[src/hdl/bsc_pkg.sv]
// bsc_pkg: sizes, command and register codes, sequencer state and control structs
// for the banker's safety check block; no dependencies
package bsc_pkg;

   localparam int MAX_PROCESSES = 8;
   localparam int MAX_RESOURCES = 4;
   localparam int UNIT_WIDTH    = 8;
   localparam int FREE_WIDTH    = UNIT_WIDTH + 4;

   localparam int PROC_W  = $clog2(MAX_PROCESSES);
   localparam int RES_W   = $clog2(MAX_RESOURCES);
   localparam int PCNT_W  = $clog2(MAX_PROCESSES + 1);
   localparam int RCNT_W  = $clog2(MAX_RESOURCES + 1);
   localparam int MEM_DEPTH = MAX_PROCESSES * MAX_RESOURCES;
   localparam int MEM_WIDTH = 2 * UNIT_WIDTH;

   localparam int CMD_W      = 2;
   localparam int CFG_PROC_W = 4;
   localparam int CFG_RES_W  = 3;
   localparam int CSR_IDX_W  = 1;
   localparam int CSR_DATA_W = 4;

   localparam logic [CMD_W-1:0] CMD_LOAD_ENTRY = 2'd0;
   localparam logic [CMD_W-1:0] CMD_LOAD_FREE  = 2'd1;
   localparam logic [CMD_W-1:0] CMD_CHECK      = 2'd2;

   localparam logic [CSR_IDX_W-1:0] CSR_PROCESSES = 1'd0;
   localparam logic [CSR_IDX_W-1:0] CSR_RESOURCES = 1'd1;

   typedef enum logic [2:0] {
      ST_IDLE,
      ST_SCAN,
      ST_FETCH,
      ST_TEST,
      ST_RFETCH,
      ST_RADD,
      ST_NEXT,
      ST_EMIT
   } state_type;

   typedef struct packed {
      logic start;
      logic skip;
      logic fits;
      logic res_last;
      logic proc_last;
      logic pass_last;
      logic emit_last;
      logic out_free;
   } status_type;

   typedef struct packed {
      logic clear_run;
      logic res_clear;
      logic res_step;
      logic free_write;
      logic mark_done;
      logic proc_step;
      logic emit_beat;
   } ctrl_type;

endpackage

[src/hdl/bsc_if.sv]
// bsc_if: request, response and register-write channels of the safety check
// depends on bsc_pkg
interface bsc_req_if;
   import bsc_pkg::*;
   logic                  valid;
   logic                  ready;
   logic [CMD_W-1:0]      cmd;
   logic [PROC_W-1:0]     process;
   logic [RES_W-1:0]      resource;
   logic [UNIT_WIDTH-1:0] allocated;
   logic [UNIT_WIDTH-1:0] maximum;
   logic [UNIT_WIDTH-1:0] available;
   modport source (output valid, cmd, process, resource, allocated, maximum, available,
                   input ready);
   modport sink   (input valid, cmd, process, resource, allocated, maximum, available,
                   output ready);
endinterface

interface bsc_rsp_if;
   import bsc_pkg::*;
   logic              valid;
   logic              ready;
   logic              safe;
   logic [PROC_W-1:0] granted_process;
   logic [PROC_W-1:0] position;
   logic              last;
   modport source (output valid, safe, granted_process, position, last, input ready);
   modport sink   (input valid, safe, granted_process, position, last, output ready);
endinterface

interface bsc_csr_if;
   import bsc_pkg::*;
   logic                  valid;
   logic                  ready;
   logic [CSR_IDX_W-1:0]  index;
   logic [CSR_DATA_W-1:0] data;
   modport source (output valid, index, data, input ready);
   modport sink   (input valid, index, data, output ready);
endinterface

[src/hdl/bankers_safety_check.sv]
// bankers_safety_check: banker's algorithm safety test over loaded matrices
// depends on bsc_pkg, bsc_if, bsc_ram, bsc_alu, bsc_ctrl
//
//   channel   direction  beat contents
//   req_bus   in         cmd, process, resource, allocated, maximum, available
//   rsp_bus   out        safe, granted_process, position, last
//   csr_bus   in         index, data (processes_in_use, resources_in_use)
//
// load beats are accepted whenever the sequencer is idle; a check beat keeps req_bus not ready until its
// last response beat is registered
// each process visit steps through scan and advance, plus a fetch and test per resource compared
// while unfinished and a fetch and add per resource released once it fits, bounded by the single
// matrix read port and the shared adder; a check runs np passes of np visits, then emits one
// response beat per cycle while rsp_bus is not stalled
// reset returns the sequencer to idle, clears the free amounts and sets the registers to 5
// processes and 3 resources; matrix entries hold nothing until loaded
// a stalled rsp_bus holds the current response beat
module bankers_safety_check (
   input logic  clock,
   input logic  reset,
   bsc_req_if.sink   req_bus,
   bsc_rsp_if.source rsp_bus,
   bsc_csr_if.sink   csr_bus
);
   import bsc_pkg::*;

   logic [CFG_PROC_W-1:0] cfg_proc_ff;
   logic [CFG_RES_W-1:0]  cfg_res_ff;
   logic [PCNT_W-1:0]     np_eff;
   logic [RCNT_W-1:0]     nr_eff;

   state_type  state;
   ctrl_type   ctrl;
   status_type status;

   logic [PROC_W-1:0]     proc_ff;
   logic [PROC_W-1:0]     pass_ff;
   logic [RES_W-1:0]      res_ff;
   logic [PROC_W-1:0]     emit_ff;
   logic [PCNT_W-1:0]     count_ff;
   logic [MAX_PROCESSES-1:0] flags_ff;
   logic [PROC_W-1:0]     order_ff [MAX_PROCESSES];
   logic [FREE_WIDTH-1:0] free_ff [MAX_RESOURCES];

   logic                  req_fire;
   logic                  all_done;
   logic                  mem_wr_en;
   logic [MEM_WIDTH-1:0]  mem_rd_data;
   logic                  fits;
   logic [FREE_WIDTH-1:0] released;

   logic                  rsp_valid_ff;
   logic                  rsp_safe_ff;
   logic [PROC_W-1:0]     rsp_granted_ff;
   logic [PROC_W-1:0]     rsp_position_ff;
   logic                  rsp_last_ff;

   // registers
   assign csr_bus.ready = 1'b1;

   always_ff @(posedge clock) begin
      if (reset) begin
         cfg_proc_ff <= CFG_PROC_W'(5);
         cfg_res_ff  <= CFG_RES_W'(3);
      end else if (csr_bus.valid) begin
         if (csr_bus.index == CSR_PROCESSES) cfg_proc_ff <= CFG_PROC_W'(csr_bus.data);
         if (csr_bus.index == CSR_RESOURCES) cfg_res_ff  <= CFG_RES_W'(csr_bus.data);
      end
   end

   assign np_eff = (cfg_proc_ff == '0) ? PCNT_W'(1) :
                   (PCNT_W'(cfg_proc_ff) > PCNT_W'(MAX_PROCESSES)) ? PCNT_W'(MAX_PROCESSES) :
                   PCNT_W'(cfg_proc_ff);
   assign nr_eff = (cfg_res_ff == '0) ? RCNT_W'(1) :
                   (RCNT_W'(cfg_res_ff) > RCNT_W'(MAX_RESOURCES)) ? RCNT_W'(MAX_RESOURCES) :
                   RCNT_W'(cfg_res_ff);

   // matrix memory, claim in the upper half
   assign req_bus.ready = (state == ST_IDLE);
   assign req_fire      = req_bus.valid && req_bus.ready;
   assign mem_wr_en     = req_fire && (req_bus.cmd == CMD_LOAD_ENTRY);

   bsc_ram #(
      .WIDTH (MEM_WIDTH),
      .DEPTH (MEM_DEPTH)
   ) u_matrix (
      .clock   (clock),
      .wr_en   (mem_wr_en),
      .wr_addr ({req_bus.process, req_bus.resource}),
      .wr_data ({req_bus.maximum, req_bus.allocated}),
      .rd_addr ({proc_ff, res_ff}),
      .rd_data (mem_rd_data)
   );

   bsc_alu u_alu (
      .free_units  (free_ff[res_ff]),
      .held_units  (mem_rd_data[UNIT_WIDTH-1:0]),
      .claim_units (mem_rd_data[MEM_WIDTH-1:UNIT_WIDTH]),
      .fits        (fits),
      .released    (released)
   );

   // sequencer
   assign all_done = (count_ff == np_eff);

   always_comb begin
      status.start     = req_fire && (req_bus.cmd == CMD_CHECK);
      status.skip      = flags_ff[proc_ff];
      status.fits      = fits;
      status.res_last  = (RCNT_W'(res_ff) == nr_eff - RCNT_W'(1));
      status.proc_last = (PCNT_W'(proc_ff) == np_eff - PCNT_W'(1));
      status.pass_last = (PCNT_W'(pass_ff) == np_eff - PCNT_W'(1));
      status.emit_last = !all_done || (PCNT_W'(emit_ff) == np_eff - PCNT_W'(1));
      status.out_free  = !rsp_valid_ff || rsp_bus.ready;
   end

   bsc_ctrl u_ctrl (
      .clock  (clock),
      .reset  (reset),
      .status (status),
      .state  (state),
      .ctrl   (ctrl)
   );

   // counters and run state
   always_ff @(posedge clock) begin
      if (reset) begin
         proc_ff  <= '0;
         pass_ff  <= '0;
         res_ff   <= '0;
         emit_ff  <= '0;
         count_ff <= '0;
         flags_ff <= '0;
      end else begin
         if (ctrl.clear_run) begin
            proc_ff  <= '0;
            pass_ff  <= '0;
            res_ff   <= '0;
            emit_ff  <= '0;
            count_ff <= '0;
            flags_ff <= '0;
         end
         if (ctrl.res_clear) res_ff <= '0;
         else if (ctrl.res_step) res_ff <= res_ff + RES_W'(1);
         if (ctrl.mark_done) begin
            flags_ff[proc_ff] <= 1'b1;
            count_ff          <= count_ff + PCNT_W'(1);
         end
         if (ctrl.proc_step) begin
            if (status.proc_last) begin
               proc_ff <= '0;
               pass_ff <= pass_ff + PROC_W'(1);
            end else begin
               proc_ff <= proc_ff + PROC_W'(1);
            end
         end
         if (ctrl.emit_beat) emit_ff <= emit_ff + PROC_W'(1);
      end
   end

   always_ff @(posedge clock) begin
      if (ctrl.mark_done) begin
         order_ff[count_ff[PROC_W-1:0]] <= proc_ff;
      end
   end

   // free amounts
   always_ff @(posedge clock) begin
      if (reset) begin
         for (int r = 0; r < MAX_RESOURCES; r++) begin
            free_ff[r] <= '0;
         end
      end else if (req_fire && (req_bus.cmd == CMD_LOAD_FREE)) begin
         free_ff[req_bus.resource] <= FREE_WIDTH'(req_bus.available);
      end else if (ctrl.free_write) begin
         free_ff[res_ff] <= released;
      end
   end

   // response register
   always_ff @(posedge clock) begin
      if (reset) begin
         rsp_valid_ff <= 1'b0;
      end else if (ctrl.emit_beat) begin
         rsp_valid_ff <= 1'b1;
      end else if (rsp_bus.ready) begin
         rsp_valid_ff <= 1'b0;
      end
   end

   always_ff @(posedge clock) begin
      if (ctrl.emit_beat) begin
         rsp_safe_ff     <= all_done;
         rsp_granted_ff  <= all_done ? order_ff[emit_ff] : '0;
         rsp_position_ff <= all_done ? emit_ff : '0;
         rsp_last_ff     <= status.emit_last;
      end
   end

   assign rsp_bus.valid           = rsp_valid_ff;
   assign rsp_bus.safe            = rsp_safe_ff;
   assign rsp_bus.granted_process = rsp_granted_ff;
   assign rsp_bus.position        = rsp_position_ff;
   assign rsp_bus.last            = rsp_last_ff;

   // checks
   a_count_bound: assert property (@(posedge clock) disable iff (reset)
      (state != ST_IDLE) |-> (count_ff <= np_eff))
      else $error("finished count beyond processes in use");

   a_check_blocks: assert property (@(posedge clock) disable iff (reset)
      (req_fire && (req_bus.cmd == CMD_CHECK)) |=> !req_bus.ready)
      else $error("request ready right after a check beat");

   a_unsafe_form: assert property (@(posedge clock) disable iff (reset)
      (rsp_bus.valid && !rsp_bus.safe) |->
         (rsp_bus.last && (rsp_bus.granted_process == '0) && (rsp_bus.position == '0)))
      else $error("malformed unsafe response");

   a_last_position: assert property (@(posedge clock) disable iff (reset)
      (rsp_bus.valid && rsp_bus.safe && rsp_bus.last) |->
         (PCNT_W'(rsp_bus.position) == np_eff - PCNT_W'(1)))
      else $error("last safe beat at wrong position");

endmodule

[src/hdl/bsc_ram.sv]
// bsc_ram: generic single-write, single-read memory with registered read data
// no dependencies
module bsc_ram #(
   parameter int WIDTH = 16,
   parameter int DEPTH = 32
) (
   input  logic                     clock,
   input  logic                     wr_en,
   input  logic [$clog2(DEPTH)-1:0] wr_addr,
   input  logic [WIDTH-1:0]         wr_data,
   input  logic [$clog2(DEPTH)-1:0] rd_addr,
   output logic [WIDTH-1:0]         rd_data
);

   logic [WIDTH-1:0] mem_ff [DEPTH];

   always_ff @(posedge clock) begin
      if (wr_en) begin
         mem_ff[wr_addr] <= wr_data;
      end
      rd_data <= mem_ff[rd_addr];
   end

endmodule

[src/hdl/bsc_alu.sv]
// bsc_alu: shared adder of free and held units, used for the fit compare
// and for the saturating release; depends on bsc_pkg
module bsc_alu (
   input  logic [bsc_pkg::FREE_WIDTH-1:0] free_units,
   input  logic [bsc_pkg::UNIT_WIDTH-1:0] held_units,
   input  logic [bsc_pkg::UNIT_WIDTH-1:0] claim_units,
   output logic                           fits,
   output logic [bsc_pkg::FREE_WIDTH-1:0] released
);
   import bsc_pkg::*;

   logic [FREE_WIDTH:0] sum;

   assign sum      = {1'b0, free_units} + (FREE_WIDTH + 1)'(held_units);
   assign fits     = (FREE_WIDTH + 1)'(claim_units) <= sum;
   assign released = sum[FREE_WIDTH] ? {FREE_WIDTH{1'b1}} : sum[FREE_WIDTH-1:0];

endmodule

[src/hdl/bsc_ctrl.sv]
// bsc_ctrl: sequencer of the safety check, walking passes, processes and resources
// depends on bsc_pkg
module bsc_ctrl (
   input  logic                   clock,
   input  logic                   reset,
   input  bsc_pkg::status_type    status,
   output bsc_pkg::state_type     state,
   output bsc_pkg::ctrl_type      ctrl
);
   import bsc_pkg::*;

   state_type state_ff;
   state_type state_in;

   assign state = state_ff;

   always_ff @(posedge clock) begin
      if (reset) begin
         state_ff <= ST_IDLE;
      end else begin
         state_ff <= state_in;
      end
   end

   always_comb begin
      state_in = state_ff;
      unique case (state_ff)
         ST_IDLE: begin
            if (status.start) state_in = ST_SCAN;
         end
         ST_SCAN: begin
            state_in = status.skip ? ST_NEXT : ST_FETCH;
         end
         ST_FETCH: begin
            state_in = ST_TEST;
         end
         ST_TEST: begin
            if (!status.fits) state_in = ST_NEXT;
            else if (status.res_last) state_in = ST_RFETCH;
            else state_in = ST_FETCH;
         end
         ST_RFETCH: begin
            state_in = ST_RADD;
         end
         ST_RADD: begin
            state_in = status.res_last ? ST_NEXT : ST_RFETCH;
         end
         ST_NEXT: begin
            state_in = (status.proc_last && status.pass_last) ? ST_EMIT : ST_SCAN;
         end
         ST_EMIT: begin
            if (status.out_free && status.emit_last) state_in = ST_IDLE;
         end
         default: state_in = ST_IDLE;
      endcase
   end

   always_comb begin
      ctrl = '0;
      unique case (state_ff)
         ST_IDLE: begin
            ctrl.clear_run = status.start;
         end
         ST_TEST: begin
            ctrl.res_step  = status.fits && !status.res_last;
            ctrl.res_clear = !status.fits || status.res_last;
         end
         ST_RADD: begin
            ctrl.free_write = 1'b1;
            ctrl.res_step   = !status.res_last;
            ctrl.res_clear  = status.res_last;
            ctrl.mark_done  = status.res_last;
         end
         ST_NEXT: begin
            ctrl.proc_step = 1'b1;
         end
         ST_EMIT: begin
            ctrl.emit_beat = status.out_free;
         end
         ST_SCAN, ST_FETCH, ST_RFETCH: begin
            ctrl = '0;
         end
         default: ctrl = '0;
      endcase
   end

endmodule
[src/flat_wrapper.sv]
// flat-port wrapper written by rule: the top's interface ports become plain ports
module bankers_safety_check_flat import bsc_pkg::*;
  (clock, reset, req_bus_valid, req_bus_cmd, req_bus_process, req_bus_resource, req_bus_allocated, req_bus_maximum, req_bus_available, req_bus_ready, rsp_bus_valid, rsp_bus_safe, rsp_bus_granted_process, rsp_bus_position, rsp_bus_last, rsp_bus_ready, csr_bus_valid, csr_bus_index, csr_bus_data, csr_bus_ready);
  bsc_req_if req_bus_i ();
  bsc_rsp_if rsp_bus_i ();
  bsc_csr_if csr_bus_i ();
  input logic clock;
  input logic reset;
  input wire logic [$bits(req_bus_i.valid)-1:0] req_bus_valid;
  input wire logic [$bits(req_bus_i.cmd)-1:0] req_bus_cmd;
  input wire logic [$bits(req_bus_i.process)-1:0] req_bus_process;
  input wire logic [$bits(req_bus_i.resource)-1:0] req_bus_resource;
  input wire logic [$bits(req_bus_i.allocated)-1:0] req_bus_allocated;
  input wire logic [$bits(req_bus_i.maximum)-1:0] req_bus_maximum;
  input wire logic [$bits(req_bus_i.available)-1:0] req_bus_available;
  output wire logic [$bits(req_bus_i.ready)-1:0] req_bus_ready;
  output wire logic [$bits(rsp_bus_i.valid)-1:0] rsp_bus_valid;
  output wire logic [$bits(rsp_bus_i.safe)-1:0] rsp_bus_safe;
  output wire logic [$bits(rsp_bus_i.granted_process)-1:0] rsp_bus_granted_process;
  output wire logic [$bits(rsp_bus_i.position)-1:0] rsp_bus_position;
  output wire logic [$bits(rsp_bus_i.last)-1:0] rsp_bus_last;
  input wire logic [$bits(rsp_bus_i.ready)-1:0] rsp_bus_ready;
  input wire logic [$bits(csr_bus_i.valid)-1:0] csr_bus_valid;
  input wire logic [$bits(csr_bus_i.index)-1:0] csr_bus_index;
  input wire logic [$bits(csr_bus_i.data)-1:0] csr_bus_data;
  output wire logic [$bits(csr_bus_i.ready)-1:0] csr_bus_ready;
  assign req_bus_i.valid = req_bus_valid;
  assign req_bus_i.cmd = req_bus_cmd;
  assign req_bus_i.process = req_bus_process;
  assign req_bus_i.resource = req_bus_resource;
  assign req_bus_i.allocated = req_bus_allocated;
  assign req_bus_i.maximum = req_bus_maximum;
  assign req_bus_i.available = req_bus_available;
  assign req_bus_ready = req_bus_i.ready;
  assign rsp_bus_valid = rsp_bus_i.valid;
  assign rsp_bus_safe = rsp_bus_i.safe;
  assign rsp_bus_granted_process = rsp_bus_i.granted_process;
  assign rsp_bus_position = rsp_bus_i.position;
  assign rsp_bus_last = rsp_bus_i.last;
  assign rsp_bus_i.ready = rsp_bus_ready;
  assign csr_bus_i.valid = csr_bus_valid;
  assign csr_bus_i.index = csr_bus_index;
  assign csr_bus_i.data = csr_bus_data;
  assign csr_bus_ready = csr_bus_i.ready;
  bankers_safety_check u_core (.clock(clock), .reset(reset), .req_bus(req_bus_i), .rsp_bus(rsp_bus_i), .csr_bus(csr_bus_i));
endmodule
[config.mk]
export PLATFORM = sky130hd
export DESIGN_NAME = bankers_safety_check_flat
export DESIGN_NICKNAME = d
export VERILOG_FILES = /design/src/hdl/bsc_pkg.sv /design/src/hdl/bsc_if.sv /design/src/hdl/bankers_safety_check.sv /design/src/hdl/bsc_ram.sv /design/src/hdl/bsc_alu.sv /design/src/hdl/bsc_ctrl.sv /design/src/flat_wrapper.sv
export SDC_FILE = /design/constraint.sdc
export NUM_CORES = 1
export LEC_CHECK = 0
export ABC_CLOCK_PERIOD_IN_PS = 5800
export BUFFER_PORTS_ARGS = -buffer_cell sky130_fd_sc_hd__buf_4
export CAP_MARGIN = 10
export CORE_ASPECT_RATIO = 0.75
export CORE_UTILIZATION = 55
export CTS_BUF_LIST = sky130_fd_sc_hd__clkbuf_4
export CTS_CLUSTER_SIZE = 8
export DETAILED_ROUTE_END_ITERATION = 10
export GPL_ROUTABILITY_DRIVEN = 0
export HOLD_SLACK_MARGIN = 0.03
export PLACE_DENSITY = 0.71
export SYNTH_ARGS = -nofsm -noshare
export SYNTH_HDL_FRONTEND = slang
export SYNTH_SLANG_ARGS = --single-unit
[constraint.sdc]
create_clock -name clock -period 5.8 [get_ports clock]
set_input_delay 0.29 -clock clock [delete_from_list [all_inputs] [get_ports clock]]
set_output_delay 0.29 -clock clock [all_outputs]
set_load 0.01 [all_outputs]
== Yosys cells after proc, flatten, opt, wreduce, memory -nomap -nowiden ==
Memories as Yosys holds them, arrays and structs flattened. A register that Yosys moved wholly into a read port is not among the register bits.
Cells that the tools add are included.

* Add/subtract/negate cells: 8
* $lt $le $gt $ge: 5
* Eq/ne operators: 16
* Multiplexer cells: 59
* Bitwise operators: 2
* Reductions and logical operators: 31

{| class="wikitable"
|+ Operators with widths
! cell !! number
|-
| two-way mux 3 bit || 15
|-
| two-way mux 12 bit || 3
|-
| two-way mux 8 bit || 3
|-
| case mux 3 bit (8 select lines) || 1
|-
| OR reduction 12 bit || 2
|-
| two-way mux 1 bit || 22
|-
| two-way mux 2 bit || 8
|-
| two-way mux 4 bit || 4
|-
| adder 12 x 8 -> 13 bit || 1
|-
| <= comparator 8 x 13 -> 1 bit || 1
|-
| == test 3 bit, second input constant || 4
|-
| == test 3 x 4 -> 1 bit || 3
|-
| nonzero test 2 bit || 5
|-
| adder 3 x 1 -> 3 bit, second input constant || 3
|-
| logical AND 1 bit || 8
|-
| OR 8 bit || 1
|-
| == test 3 x 2 -> 1 bit, second input constant || 2
|-
| logical NOT 3 bit || 2
|-
| AND reduction 2 bit || 3
|-
| logical NOT 1 bit || 5
|-
| adder 4 x 1 -> 4 bit, second input constant || 1
|-
| == test 4 bit || 1
|-
| greater-than comparator 4 bit, second input constant || 1
|-
| logical NOT 4 bit || 1
|-
| other kinds (18) || 21
|}

* Register bits: 39
* Bits in writable memories: 584
* Input bits: 41
* Output and inout bits: 11
* Logic and storage cells: 137
* Memories: 3

{| class="wikitable"
|+ Memories
! name !! words !! bits a word !! read ports !! clocked after memory_dff !! write ports !! RTL line !! source
|-
| u_core.u_matrix.mem_ff || 32 || 16 || 1 || 1 || 1 || bsc_ram.sv:15 || <nowiki>logic [WIDTH-1:0] mem_ff [DEPTH];</nowiki>
|-
| u_core.free_ff || 4 || 12 || 1 || 1 || 4 || bankers_safety_check.sv:43 || <nowiki>logic [FREE_WIDTH-1:0] free_ff [MAX_RESOURCES];</nowiki>
|-
| u_core.order_ff || 8 || 3 || 1 || 1 || 1 || bankers_safety_check.sv:42 || <nowiki>logic [PROC_W-1:0] order_ff [MAX_PROCESSES];</nowiki>
|}

== Logic depth before layout (Yosys ltp) ==
Gate-level depths: netlist (run 1).

* Word-level depth: 12
* Gate-level depth with buffers: 17
* Mapped depth without buffers: 16

== Cells and area by module ==
Synthesis (run 1) repeated with hierarchy kept, for this count alone.

* Cells, all modules: 1715
* Area, all modules: 26837.0 sq um

{| class="wikitable"
|+ Modules (own cells, without submodules)
! module !! instances !! cells each !! area each (sq um) !! sequential area each (sq um)
|-
| bsc_ram || 1 || 1143 || 20535.9 || 15695.1
|-
| bankers_safety_check || 1 || 434 || 5270.1 || 3062.9
|-
| bsc_alu || 1 || 102 || 772.0 || 0.0
|-
| bsc_ctrl || 1 || 36 || 259.0 || 60.1
|}

== Worst setup path after synthesis (run 1) ==
OpenSTA, ideal clock, no wires.

* Path kind: register to register
* Start: register with a tool-made name
* End: register with a tool-made name
* Setup time: 73 ps
* Arrival time: 4095 ps
* Data required time: 5727 ps
* Setup slack: 1632 ps
* Stages on the path, launching flop included: 18
* Buffers on the path: 1
* Cell sequence: dfxtp_1 buf_6 mux4_1 ha_1 fa_1 a21oi_1 a2bb2oi_1 nand2b_1 xnor2_1 ha_1 a211o_1 nor2_1 o21ai_0 a21oi_1 o41ai_2 a211oi_1 mux2_4 nor3_2

==> impl_metrics.toml, run 1 <==
[status]
status = "finished, final reports clean"

[clock_tree]
cts_tree = "yes"
ctsResizeCount = 0
clkSlewWorstSetupHoldPaths_ps = 70
cts_root_buf = "clkbuf_4"
cts_max_level = 4
cts_setup_buffers = 0
clock_latency_ps = 840
postCtsHoldBufs = 47
clockBufferDepth = 3
cts.sinks = 644
cts_buffers = 151

[logic_synthesis]
synth_top_area_frac = 0.699
yosys.area_share.simple = 0.0477
synth_top_family_by_area = "multiplexers"
ys_seq_elements = 644
synth_xor_area_frac = 0.00930
avgSynthCellArea_um2 = 18.8
synth_fa_ha_area_frac = 0.0116
synth_cell_types = 64
synth_compound_gate_area_share = 0.0433
yosysWarnings = 0
synthCells = 1353
ys_async_sr_fraction = 0
synth_edf_count = 592
yosysTopAreaCell = "edfxtp_1"
muxShareOfSynthArea = 0.134
ys.flop_type = "edfxtp_1"
mappedNetlistNets = 1417
synth_area_um2 = 25400
yosysSeqAreaShare = 0.740
synth.area.top_cells = "edfxtp_1 (70%), mux4_2 (12%), dfxtp_1 (4.1%)"

[pwr]
seqPwrFrac = 0.554
p_sw_frac = 0.210
pwr_density_cell_nw_per_um2 = 315
intPower_uw = 7260
p_leak_uw = 0.00968
ir_drop_mv = 0.222
switching_power_uw = 1930
combPwrFrac = 0.029
clkPwrFrac = 0.417

[detailed_routing]
first_pass_iters = 5
wl_um = 57600
first_iter_violations = 1498
via_per_inst = 6.07
wl_per_cell_um = 25.2
vias = 13900
route.detailed.drc = 0
route.antenna.remaining_nets = 0

[die]
die-area_um2 = 47100
row_count = 67
dieHeight_um = 188
pin_count = 52
start_util = 0.563
core_area_um2 = 45200
die_w_um = 250

[global_routing]
antenna_found_initial = 2
grt_max_degree = 73
gr-total-overflow = 0
grt_pass1_vias = 14000
grt_pass1_wl_um = 86200
grt_util_all_layers = 0.253

[setup_path]
end_kind = "register"
cp_max_fo = 10
cp-start-kind = "register"
critPathArrivalTime_ps = 5530
worst_ep_required_time_ps = 6560
worstSetupPathType = "register to register"

[final_layout]
drive_above_1_share = 0.293
final_cells = 2283
nNetsFinal = 1646
syn_to_final_growth_pct = 14.9

[min_path]
worstHoldPathType = "input pin to register"

[timing]
rsz0062_at_grt = "false"
max_slew.worst_pin.slew_ps = 1010
period_share = 0.822
period_minus_slack_ps = 4770
fmax_ghz = 0.210
finClkSkew_ps = 51.0
setup_viol = 0
maxSlewViolCount = 0
fin_tns_setup_ps = 0
maxSlewHeadroom = 0.326
hold_viol = 0

[flow_run]
maxCapViolations = 0

[placed_design]
place_hpwl_um = 34700
io_buffers = 50
dp.cells = 1968
==> cell type report <==
cell class	count	area (um2)
flip-flops and latches	644	18800
fillers	3114	16000
multi-input cells	615	6280
clock buffers	231	1730
repair buffers	145	1230
well taps	586	733
clock inverters	36	315
inverters	25	93.8
diodes	1	2.50
==> cell usage in the layout (no fill, tap or decap), drive strengths merged, types with 11 or more instances in the layout <==
cell	count
o21ai	14
buf	98
nor3	14
xor2	14
clkbuf	231
dlygate4sd3	47
nand3	16
dfxtp	52
inv	27
nand4	18
mux4	146
nand2	31
nor2	117
a21oi	33
edfxtp	592
nand2b	11
a22oi	74
ha	22
xnor2	13
clkinv	26
==> final timing paths <==
| kind | cells past startpoint | slack [ps] | from | to |
|---|---|---|---|---|
| worst max-delay path | 17 | 1030 | register | u_core.res_ff[1] |
| worst min-delay path | 4 | 100 | req_bus_cmd[0] | u_core.count_ff[0] |
| worst max register to register | 17 | 1030 | register | u_core.res_ff[1] |
| worst min register to register | 2 | 500 | u_core.flags_ff[1] | u_core.flags_ff[1] |
==> critical path: stages (launching register included) <==
cell,delay (ps)
dfxtp_1,410
buf_4,260
mux4_1,580
ha_1,250
fa_1,450
a21oi_1,220
a2bb2oi_1,240
nand2b_1,100
xnor2_1,210
ha_1,300
a211o_1,320
nor2_1,100
o21ai_0,100
a21oi_1,230
o41ai_2,120
a211oi_1,330
mux2_4,340
nor3_2,110
==> synthesized netlist by cell type (5+ instances only) <==
cell      count
edfxtp_1    592
a21oi_1      33
nand4_1      18
dfxtp_1      52
nor3_1       12
xor2_1       14
a211o_1       5
ha_1         22
mux4_2      136
clkbuf_1     49
mux2i_1       6
xnor2_1      13
nor3b_1       6
buf_1        16
nand3_1      16
nor2b_1       9
nand2_1      31
nand2b_1     11
o21ai_0      12
mux4_1       10
a22oi_1      74
inv_1        25
and3_1        7
nor2_1      117
==> cell families (layout without fill, tap and decap cells) <==
group,Yosys count,count (layout)
mux,153,153
simple gates,252,252
buf+inv,94,437
fa+ha+maj,23,23
flops,644,644
xor+xnor,27,27
other cells,1,2
compound gates,159,159
==> registers in the layout, indices dropped and copies added (netlist names), named ones only <==
name,count
u_core.rsp_bus.last,1
u_core.emit_ff,3
u_core.proc_ff,3
u_core.free_ff,48
u_core.rsp_bus.safe,1
u_core.rsp_bus.position,3
u_core.pass_ff,3
u_core.u_matrix.mem_ff,512
u_core.cfg_res_ff,3
u_core.rsp_bus.granted_process,3
u_core.count_ff,4
u_core.order_ff,24
u_core.u_matrix.rd_data,16
u_core.u_ctrl.state,3
u_core.res_ff,2
u_core.rsp_bus.valid,1
u_core.cfg_proc_ff,4
u_core.flags_ff,8
==> power by group through the flow <==
stage                     registers [uW]  logic, uW  clock network (uW)
after global routing                5090        285                4150
after CTS                           5100        263                3910
final                               5100        264                3830
after floorplan                     5190        116                   0
after detailed placement            5200        237                   0
after global placement              5200        229                   0
==> metal layers <==
| layer | track usage | routed length, um | share of wire |
|---|---|---|---|
| met2 | 0.360 | 25400 | 0.44 |
| met1 | 0.377 | 25200 | 0.44 |
| met4 | 0.0715 | 1040 | 0.018 |
| met3 | 0.0811 | 5940 | 0.10 |
| met5 | 0 | 0 | 0 |
==> per-stage QoR <==
stage / util / instance area, um2 / hold WS (ps) / power [uW] / setup slack [ps]
final: 0.647 / 29200 / 102 / 9190 / 1030
after global routing: 0.647 / 29200 / 86.2 / 9530 / 712
after CTS: 0.646 / 29200 / 38.4 / 9270 / 1080
after detailed placement: 0.591 / 26700 / 463 / 5430 / 1120
after global placement: 0.591 / 26700 / 450 / 5420 / 1260
after floorplan: - / 25400 / 389 / 5310 / 1630
Power figures use the tool's default switching activity.
==> inputs of run 2 (changes only) <==
ABC_CLOCK_PERIOD_IN_PS = 4200   (was 5800)
PLACE_DENSITY = 0.74   (was 0.71)
clock period = 4.2 ns   (was 5.8 ns; I/O delays follow)
==> run 2 against run 1 <==
Cell area rose by 1.4%. Critical path type unchanged. Cell count rose by 1.8%. Critical path depth did not move. Worst setup slack got worse by 1000 ps. Largest power group unchanged. Sequential power rose by 38%. Clock-buffer cell count rose by 6. Core utilization rose by 0.93 points. Clock skew rose by 1.1 ps. Wire length rose by 2.0%. Via count rose by 3.2%. Hold slack improved by 60 ps.
==> impl_metrics.toml, run 2 (synthesized netlist as in run 1, its figures left out) <==
[status]
status = "finished, final reports clean"

[detailed_routing]
wl_um = 58800
first_iter_violations = 1626
route.antenna.remaining_nets = 0
via_per_inst = 6.15
first_pass_iters = 5
vias = 14300
route.detailed.drc = 0
wl_per_cell_um = 25.3

[timing]
fin_tns_setup_ps = 0
maxSlewViolCount = 0
maxSlewHeadroom = 0.237
period_share = 0.993
fin_ws_ps = 30.5
max_slew.worst_pin.slew_ps = 1140
setup_viol = 0
finClkSkew_ps = 52.1
fmax_ghz = 0.240
whs_ps = 163
rsz0062_at_grt = "true"
period_minus_slack_ps = 4170
hold_viol = 0

[setup_path]
cpPeakStageDelay_ps = 500
crit_chain = "mux4_2 > ha_4 > fa_2 > a21oi_4 > buf_4 > buf_4 > nor2b_1 > nor2_1 > xor2_1 > ha_1 > nand4_1 > nor2_1 > or4_4 > o41ai_4 > a211oi_2 > mux2_4 > nor3_4"
cp_max_fo = 2
cp_slowest_cell = "mux4_2"
worstSetupPathType = "register to register"
worst_ep_required_time_ps = 4970
reg2reg_depth = 17
reg2reg_from = "u_core.free_ff[1][0]"
cp-startpoint = "u_core.free_ff[1][0]"
critPathArrivalTime_ps = 4940
end_kind = "register"
r2r_end = "u_core.res_ff[1]"
crit_path_end = "u_core.res_ff[1]"
cp-start-kind = "register"
r2r_setup_slack_ps = 30

[clock_tree]
clock_latency_ps = 890
cts.sinks = 644
clockBufferDepth = 3
cts_buffers = 152
cts_tree = "yes"
cts_max_level = 4
clkSlewWorstSetupHoldPaths_ps = 70
cts_root_buf = "clkbuf_4"

[final_layout]
nNetsFinal = 1677
regMostFlops = "u_core.u_matrix.mem_ff"
drive_above_1_share = 0.317
design_area_um2 = 29600
syn_to_final_growth_pct = 16.5
layout_common_cells = "edfxtp_1 (592), clkbuf_4 (237), mux4_2 (141), buf_4 (117), nor2_1 (116)"
largest_reg_flops = 512
final_common_cell = "edfxtp_1"
fill_cells = 3008

[flow_run]
maxCapViolations = 0

[pwr]
pwr_density_cell_nw_per_um2 = 425
p_leak_uw = 0.00980
ir_drop_mv = 0.304

[global_routing]
antenna_found_initial = 3
grt_util_all_layers = 0.255
grt_pass1_vias = 14400
grt_max_degree = 52
grt_pass1_wl_um = 87500
gr-total-overflow = 0

[die]
die_w_um = 250
start_util = 0.563
pin_count = 52
die-area_um2 = 47100
row_count = 67
dieHeight_um = 188
core_area_um2 = 45200

[placed_design]
place_hpwl_um = 35300
place_ws_ps = -218
io_buffers = 50
placed_cell_area_um2 = 26900

[min_path]
min_path_cells = 5
worstHoldPathType = "input pin to register"
==> run 2: cell type report <==
class / instances / area [um2] / area share
Clock inverter: 40 / 251 / 0.00849
Timing Repair Buffer: 175 / 1520 / 0.0513
Inverter: 25 / 93.8 / 0.00317
Antenna cell: 3 / 7.51 / 0.000253
Sequential cell: 644 / 18800 / 0.635
Multi-Input combinational cell: 615 / 6420 / 0.217
Clock buffer: 237 / 1780 / 0.0600
Tap cell: 586 / 733 / 0.0247
==> run 2: through the flow <==
stage / total power [uW] / std cells / util
global route: 13100 / 2324 / 0.656
detailed placement: 7510 / 1984 / 0.594
CTS: 12700 / 2314 / 0.652
floorplan: 7330 / 1353 / -
finish: 12600 / 2325 / 0.656
global placement: 7500 / 1984 / 0.594
==> run 2: routing by layer <==
layer / track usage / vias to the layer above / part of all wire
met1: 0.375 / 7349 / 0.42
met4: 0.0849 / 2 / 0.022
met2: 0.371 / 733 / 0.46
li1: - / 6133 / -
met5: 0 / - / 0.00027
met3: 0.0709 / 79 / 0.097
==> run 2: power by group <==
group	switching (uW)	internal (uW)
sequential	17.2	7020
combinational	248	156
clock	2410	2760
==> run 2: worst min path at each step <==
stage	startpoint	endpoint	slack (ps)
finish	req_bus_process[0]	u_core.u_matrix.mem_ff[5][9]	160
global route	req_bus_process[0]	u_core.u_matrix.mem_ff[5][9]	120
CTS	req_bus_process[0]	u_core.u_matrix.mem_ff[5][9]	90
detailed placement	csr_bus_data[0]	u_core.cfg_proc_ff[0]	430
global placement	csr_bus_data[0]	u_core.cfg_proc_ff[0]	430
floorplan	req_bus_allocated[0]	u_core.u_matrix.mem_ff[0][0]	310
==> run 2: worst max-delay path, delay by kind of cell, from the launching register on <==
family | cells | cell delay (ps)
compound gates | 3 | 610
xor+xnor | 1 | 260
fa+ha+maj | 3 | 860
buf+inv | 2 | 230
flops | 1 | 380
mux | 2 | 850
simple gates | 6 | 890
==> run 2: what timing repair did <==
action | CTS | global route
pin swaps | 4 | 10
hold buffers | 50 | 0
gates resized for setup | 7 | 26
gates cloned | 0 | 0
endpoints found under the setup margin | 5 | 6
buffers inserted | 3 | 8
endpoints found under the hold margin | 742 | 0
==> inputs of run 3 (changes only) <==
CELL_PAD_IN_SITES_DETAIL_PLACEMENT = 1   (was unset)
CELL_PAD_IN_SITES_GLOBAL_PLACEMENT = 2   (was unset)
CORE_UTILIZATION = 46   (was 55)
CTS_CLUSTER_SIZE = 24   (was 8)
PLACE_DENSITY = unset   (was 0.74)
PLACE_DENSITY_LB_ADDON = 0.1   (was unset)
==> run 3 against run 2 <==
Sequential share of layout area fell by 0.53 points. Sequential cell count did not move. Via count fell by 1.7%. Wire length rose by 7.3%. Non-clock buffer count rose by 6. Sequential power barely moved. Die area rose by 19%. Global-route usage fell by 2.4 points. Highest routed layer is now met4.
==> impl_metrics.toml, run 3 (synthesized netlist as in run 1, its figures left out) <==
[status]
status = "finished, final reports clean"

[clock_tree]
cts_max_level = 4
clockBufferDepth = 3
cts_tree = "yes"
cts.sinks = 644
clkSlewWorstSetupHoldPaths_ps = 70
cts_root_buf = "clkbuf_4"
cts_buffers = 159
clock_latency_ps = 900

[min_path]
worstHoldPathType = "input pin to register"
hold_start = "req_bus_process[0]"

[timing]
finClkSkew_ps = 40.9
period_minus_slack_ps = 4020
fmax_ghz = 0.249
period_share = 0.957
rsz0062_at_grt = "true"
maxSlewHeadroom = 0.350
maxSlewViolCount = 0
fin_ws_ps = 179
whs_ps = 167
setup_viol = 0
hold_viol = 0
max_slew.worst_pin.slew_ps = 975

[die]
pin_count = 52
die-area_um2 = 56200
start_util = 0.466
die_w_um = 274
row_count = 74
dieHeight_um = 206
core_area_um2 = 54500

[pwr]
ir_drop_mv = 0.247
pwr_density_cell_nw_per_um2 = 421
p_leak_uw = 0.00979

[setup_path]
critPathBufInv = 2
cpMostUsedCell = "nor2_1"
cpPeakStageDelay_ps = 530
worstSetupPathType = "register to register"
worst_ep_required_time_ps = 4990
r2r_setup_slack_ps = 180
cp_max_fo = 8
cp-start-kind = "register"
end_kind = "register"
critPathTopFamily = "compound AO/OA/AOI/OAI gates"
crit_chain = "buf_6 > buf_12 > mux4_2 > ha_4 > a211oi_4 > o21a_1 > nor2_1 > nor2_1 > xor2_1 > ha_1 > nand4_1 > nor2_1 > or4_4 > o41ai_4 > a211oi_2 > mux2_4 > nor3_2"
cp_slowest_cell = "mux4_2"
critPathArrivalTime_ps = 4820

[detailed_routing]
route.detailed.drc = 0
route.antenna.remaining_nets = 0
vias = 14100
first_pass_iters = 5
wl_per_cell_um = 25.6
wl_um = 63100
first_iter_violations = 1004
via_per_inst = 5.70

[placed_design]
placed_cell_area_um2 = 27200
place_hpwl_um = 39000
place_ws_ps = -351
io_buffers = 50

[global_routing]
grt_max_degree = 69
antenna_found_initial = 1
gr-total-overflow = 0
grt_pass1_wl_um = 93700
grt_pass1_vias = 15000
grt_util_all_layers = 0.231

[final_layout]
register_area_um2 = 18800
drive_above_1_share = 0.326
multi_input_area_um2 = 6460
fill_cells = 4977
regMostFlops = "u_core.u_matrix.mem_ff"
largest_reg_flops = 512
layout_common_cells = "edfxtp_1 (592), clkbuf_4 (227), mux4_2 (142), buf_4 (117), nor2_1 (94)"
syn_to_final_growth_pct = 17.5
design_area_um2 = 29900
final_common_cell = "edfxtp_1"
nNetsFinal = 1690

[flow_run]
maxCapViolations = 0
-- run 3: power breakdown --
part           total, uW  switching (uW)  leakage [uW]  internal [uW]
logic                396             238       0.00281            158
registers           7040            18.2       0.00582           7020
clock network       5150            2480       0.00117           2670
-- run 3: area by class of cell --
class,instances,share of cell area
sequential,644,0.630
multi-input combinational,615,0.216
clock buffer,227,0.0570
timing repair buffer,181,0.0539
tap,722,0.0302
clock inverter,48,0.00934
inverter,25,0.00314
antenna,2,0.000167
-- run 3: per-layer routing --
metal / global-route usage / routed length (um)
met2: 0.345 / 28900
met4: 0.0708 / 1230
met1: 0.333 / 28900
met3: 0.0591 / 4030
met5: 0 / 0
-- run 3: path summary, 6_finish.rpt --
check                                       to  depth (start not counted)
hold reg to reg              u_core.pass_ff[2]                          2
hold / removal    u_core.u_matrix.mem_ff[1][0]                          6
setup reg to reg                      register                         17
setup / recovery                      register                         17
-- run 3: per-stage QoR --
stage / std cells / utilization / TNS, ps / total power, uW
after floorplan: 1353 / - / 0 / 7330
after detailed placement: 2128 / 0.498 / -1150 / 7520
after global placement: 2128 / 0.498 / -411 / 7500
after CTS: 2457 / 0.546 / 0 / 12800
final: 2464 / 0.548 / 0 / 12600
after global routing: 2463 / 0.548 / -23.2 / 13100
-- run 3: tightest hold or removal path: stages --
cell     delay [ps]
buf_4            80
nor4_1           40
buf_4           150
nand2_1          90
nor2_1           50
buf_4           240
-- run 3: what timing repair did --
action,4_1_cts,5_1_grt
setup endpoints to repair,6,5
buffers inserted,0,5
hold buffers,54,0
pin swaps,3,13
hold endpoints to repair,659,0
gates resized for setup,11,23
